--- src/design/lpht_pkg.sv ---
package lpht_pkg;

  localparam int SLOTS = 256;
  localparam int IDX_W = $clog2(SLOTS);
  localparam int KEY_W = 64;
  localparam int VAL_W = 64;
  localparam logic [KEY_W-1:0] KEY_EMPTY = '1;
  localparam logic [IDX_W-1:0] LAST_VISIT = IDX_W'(SLOTS - 1);

  typedef enum logic [1:0] {
    REQ_INSERT = 2'd0,
    REQ_LOOKUP = 2'd1,
    REQ_REMOVE = 2'd2,
    REQ_CLEAR  = 2'd3
  } req_type_t;

  typedef enum logic [1:0] {
    ST_OK     = 2'd0,
    ST_ABSENT = 2'd1,
    ST_FULL   = 2'd2
  } status_t;

  typedef enum logic [1:0] {
    S_IDLE,
    S_PROBE,
    S_FINISH
  } state_t;

  typedef struct packed {
    logic start;
    logic probe;
    logic finish;
  } cmd_t;

  typedef struct packed {
    logic fast;
    logic stop;
    logic out_free;
  } sts_t;

endpackage

--- src/design/lpht_ctrl.sv ---
module lpht_ctrl (
  input  logic              clk,
  input  logic              rst_n,
  input  logic              in_tvalid,
  output logic              in_tready,
  input  lpht_pkg::sts_t    sts,
  output lpht_pkg::cmd_t    cmd
);

  lpht_pkg::state_t state_r;
  lpht_pkg::state_t state_nxt;

  always_ff @(posedge clk) begin
    if (!rst_n) begin
      state_r <= lpht_pkg::S_IDLE;
    end else begin
      state_r <= state_nxt;
    end
  end

  always_comb begin
    state_nxt = state_r;
    case (state_r)
      lpht_pkg::S_IDLE: begin
        if (in_tvalid) begin
          state_nxt = sts.fast ? lpht_pkg::S_FINISH : lpht_pkg::S_PROBE;
        end
      end
      lpht_pkg::S_PROBE: begin
        if (sts.stop) begin
          state_nxt = lpht_pkg::S_FINISH;
        end
      end
      lpht_pkg::S_FINISH: begin
        if (sts.out_free) begin
          state_nxt = lpht_pkg::S_IDLE;
        end
      end
      default: state_nxt = lpht_pkg::S_IDLE;
    endcase
  end

  always_comb begin
    in_tready  = 1'b0;
    cmd        = '0;
    case (state_r)
      lpht_pkg::S_IDLE: begin
        in_tready = 1'b1;
        cmd.start = in_tvalid;
      end
      lpht_pkg::S_PROBE: begin
        cmd.probe = 1'b1;
      end
      lpht_pkg::S_FINISH: begin
        cmd.finish = sts.out_free;
      end
      default: begin
        in_tready = 1'b0;
      end
    endcase
  end

endmodule

--- config.mk ---
export PLATFORM = sky130hd
export DESIGN_NAME = lpht_ctrl
export DESIGN_NICKNAME = d
export VERILOG_FILES = /design/src/design/lpht_pkg.sv /design/src/design/lpht_ctrl.sv
export SDC_FILE = /design/constraint.sdc
export NUM_CORES = 1
export LEC_CHECK = 0
export ABC_AREA = 1
export BUFFER_PORTS_ARGS = -buffer_cell sky130_fd_sc_hd__buf_2
export CORE_AREA = 5 5 42 44
export DETAILED_ROUTE_END_ITERATION = 12
export DIE_AREA = 0 0 47 49
export GPL_ROUTABILITY_DRIVEN = 0
export PLACE_DENSITY_LB_ADDON = 0.08
export SETUP_SLACK_MARGIN = 0.4
export SLEW_MARGIN = 20
export SYNTH_ARGS = -nofsm -noshare
export SYNTH_HDL_FRONTEND = slang
export SYNTH_SLANG_ARGS = --single-unit
--- constraint.sdc ---
create_clock -name clk -period 0.9 [get_ports clk]
set_clock_uncertainty 0.05 [all_clocks]
set_input_delay 0.045 -clock clk [delete_from_list [all_inputs] [get_ports clk]]
set_output_delay 0.045 -clock clk [all_outputs]
set_load 0.01 [all_outputs]
# Yosys cells after proc, flatten, opt, wreduce, memory -nomap -nowiden
# Index checks and enable logic that the tools add are counted.
dict set report op_classes {
  eq_ne 5
  muxes 9
  reduce_logical 2
}
# cell count
set op_table {}
lappend op_table {{$mux 2} 4}
lappend op_table {{$ne 2x2->1 const B} 3}
lappend op_table {{$pmux 2 s3} 1}
lappend op_table {{$mux 1} 4}
lappend op_table {{$reduce_and 3->1} 1}
lappend op_table {{$eq 2x1->1 const B} 1}
lappend op_table {{$eq 2x2->1 const B} 1}
lappend op_table {{$logic_not 2->1} 1}
dict set report totals {
  regBits 2
  inputBits 6
  out_inout_bits 4
  elab_cells 17
}

# Logic depth before layout (Yosys ltp)
dict set report logic_depth {
  depth_word 3
  depth_mapped 5
}

# Least setup slack after synthesis
# Ideal clock, no wire load.
dict set report synth_timing {
  path_type {reg2reg}
  startpoint {reg state_r[0]}
  endpoint {reg state_r[0]}
  setup_time_ps 62
  arrival_ps 795
  slack_ps -7
  stages_incl_launch_ff 6
  n_path_buf 0
  synth_period_minus_slack_ps 907
  cell_sequence {dfxtp_1 > nor2_2 > nand2_2 > nand3_2 > nand2_2 > nor2_2}
}
dict set report synth_via {
  elab_chain_len 3
  elab_cells_between_ends 8
}
# element line_no
set synth_rtl {}
lappend synth_rtl {{start, declared} lpht_ctrl.sv:10} ;# lpht_pkg::state_t state_r;
lappend synth_rtl {{start signal, assigned} lpht_ctrl.sv:15} ;# state_r <= lpht_pkg::S_IDLE;
lappend synth_rtl {{start signal, assigned} lpht_ctrl.sv:17} ;# state_r <= state_nxt;
lappend synth_rtl {{$eq 2x1->1 (tied with other cells)} lpht_ctrl.sv:23} ;# case (state_r)
lappend synth_rtl {{$ne 2x2->1 (no line)} --}
lappend synth_rtl {{$reduce_and 3->1 (no line)} --}
# Parallel ways exist; a longest one is shown, timed or not.
# A chain may end at the register's enable or synchronous reset.

==> metrics.yaml <==
global_route:
  grt_pass1_vias: 189
  grt_max_degree: 7
  grt_pass1_wl_um: 738
  grt_util_all_layers_pct: 4.57
  overflow: 0
  antenna_found_initial: 0
synthesis:
  avgSynthCellArea_um2: 6.48
  synth.lib_cells_used.distinct: 12
  ys.warnings.count: 0
  syn_inst: 22
  yosysSeqAreaShare_pct: 28.1
  syn_area_um2: 143
  synth_seq_cells: 2
  synth_fp_nets: 28
floorplanning:
  die_w_um: 47
  core-area_um2: 1400
  io_pins: 10
  fp.dieH_um: 49
  start_util_pct: 10.2
  rows: 14
  die_area_um2: 2300
cts:
  numCtsBuffers: 3
  htree_levels: 1
  postCtsSetupBuffers: 0
  path_clk_slew_ns: 0.03
  cts.sinks: 2
  cts_tree: "yes"
  root_buffer: "clkbuf_4"
  clockBufferDepth: 2
  insertion_delay_ns: 0.22
routing:
  wl_per_cell_um: 8.58
  routed_wl_um: 429
  drc: 0
  via_count: 172
  drtIter0Drc: 0
  detail_route.first_pass.iterations: 1
  drtAntennaViolNets: 0
  viasPerCell: 3.44
final_layout:
  area_growth_pct: 89.5
  layout_common_cells: "7 x buf_2, 3 x nor2_1, 3 x inv_1, 3 x clkbuf_4"
  stdcell_count: 50
  regArea_um2: 47.5
  top_regs: "state_r (2)"
  fillerInstances: 176
  largest_reg_flops: 2
  fin_nets: 42
  top_register: "state_r"
  multiInputGateArea_um2: 104
  diodes: 0
  mostFrequentLayoutCell: "buf_2"
  drive_gt1_share_pct: 70.6
placement:
  portBuffers: 9
  place_inst: 47
  dp_hpwl_um: 329
pwr:
  p_leak_nw: 0.137
  clockPowerShare_pct: 41.8
  power.total_w: 0.000478
  pwr-share-seq_pct: 26.5
  p_switching_w: 0.000152
  cellPowerDensity_nw_per_um2: 1770
  internal_power_w: 0.000326
  p_sw_share_pct: 31.8
  max-vdd-ir-drop_uv: 531
  comb_power_share_pct: 31.7
timing:
  period_minus_slack_ns: 0.997
  worst_slew_pin_slew_ns: 0.141
  slew_headroom_pct: 90.5
  setup_tns_ns: -0.237
  rsz0062_at_grt: "true"
  finalSetupViolCount: 4
  period_share_pct: 111
  fmax_mhz: 1000
  fin_ws_ns: -0.0968
  slew_viol_final: 0
  hold_viol_final: 0
run_status:
  status: "finished, violations left"
  violations: "negative setup slack"
run:
  maxCapViolCount: 0
critical_path:
  crit_path_max_incr_delay_ns: 0.36
  slowest_stage: "dfxtp_4"
  critPathLaunchType: "flop"
  setup.worst_path.end_class: "output pin"
  crit_required_ns: 0.81
  crit_path_max_fanout: 5
  path_class: "reg2out"
  arrival_ns: 0.90
  path_cells: "inv_2 > and3_4 > buf_6"
  worstRegToRegCells: 5
worst_hold_path:
  hold_class: "in2reg"
  hold_depth: 3
==> synth_stat cells <==
cell type	number	share of area [%]
a21oi_1	1	3.5
nand3_2	1	7.0
nand2_1	1	2.6
and3_1	1	4.4
nor2_2	2	8.8
nor2_1	3	7.9
inv_1	5	13
dfxtp_1	2	28
nand3_1	1	3.5
nand3b_1	1	5.3
nand2_2	2	8.8
nor3_1	2	7.0
==> power by group through the flow <==
stage	registers, W	clock network (W)	logic, W
detailed placement	0.000126	0	0.000132
global route	0.000130	0.000220	0.000168
global placement	0.000126	0	0.000132
floorplan	0.000121	0	0.0000884
CTS	0.000127	0.000215	0.000154
finish	0.000127	0.000200	0.000151
==> stage by stage <==
stage / hold slack (ns) / utilization [%] / worst slack [ns] / area (µm²)
floorplan: 0.108 / - / 0.0587 / 155
global placement: 0.235 / 15.7 / -0.0144 / 220
detailed placement: 0.236 / 15.7 / -0.00336 / 220
CTS: -0.000489 / 19.3 / -0.115 / 270
global route: 0.00950 / 19.3 / -0.134 / 270
finish: 0.00962 / 19.3 / -0.0968 / 270
==> routing by layer <==
metal  share of wire (%)  GRT usage (%)
met4                   0           4.15
met1                  38           4.60
met3                  11           2.95
met5                   0              0
met2                  50           6.11
==> layout make-up <==
class / instances / share of cell area (%)
clock buffer: 3 / 8.33
inverter: 5 / 6.94
multi-input combinational: 15 / 38.4
sequential: 2 / 17.6
tap: 16 / 7.41
timing repair buffer: 9 / 21.3
==> worst max-delay path, delay by kind of cell (launching register included) <==
kind          cells  cell delay, ns
buf+inv           2            0.15
flops             1            0.36
simple gates      1            0.17
==> logic make-up (layout without fill, tap and decap cells) <==
family | Yosys count | count (layout) | share of synthesized area, %
and+or+nand+nor | 14 | 14 | 55.3
DFF | 2 | 2 | 28.1
AOI/OAI and AO/OA | 1 | 1 | 3.51
buffers and inverters | 5 | 17 | 13.2
==> worst paths after layout <==
kind	slack [ns]	endpoint	from
worst max register to register	0.01	state_r[0]	state_r[0]
worst min register to register	0.57	state_r[1]	state_r[1]
worst min-delay path	0.01	state_r[0]	rst_n
worst max-delay path	-0.1	cmd[0]	state_r[0]
==> repair_timing <==
item                                   4_1_cts  5_1_grt
endpoints found under the hold margin        1        0
resized for setup                            7        1
pin swaps                                    4        2
setup endpoints to repair                    6        6
(Power assumes the default switching activity.)
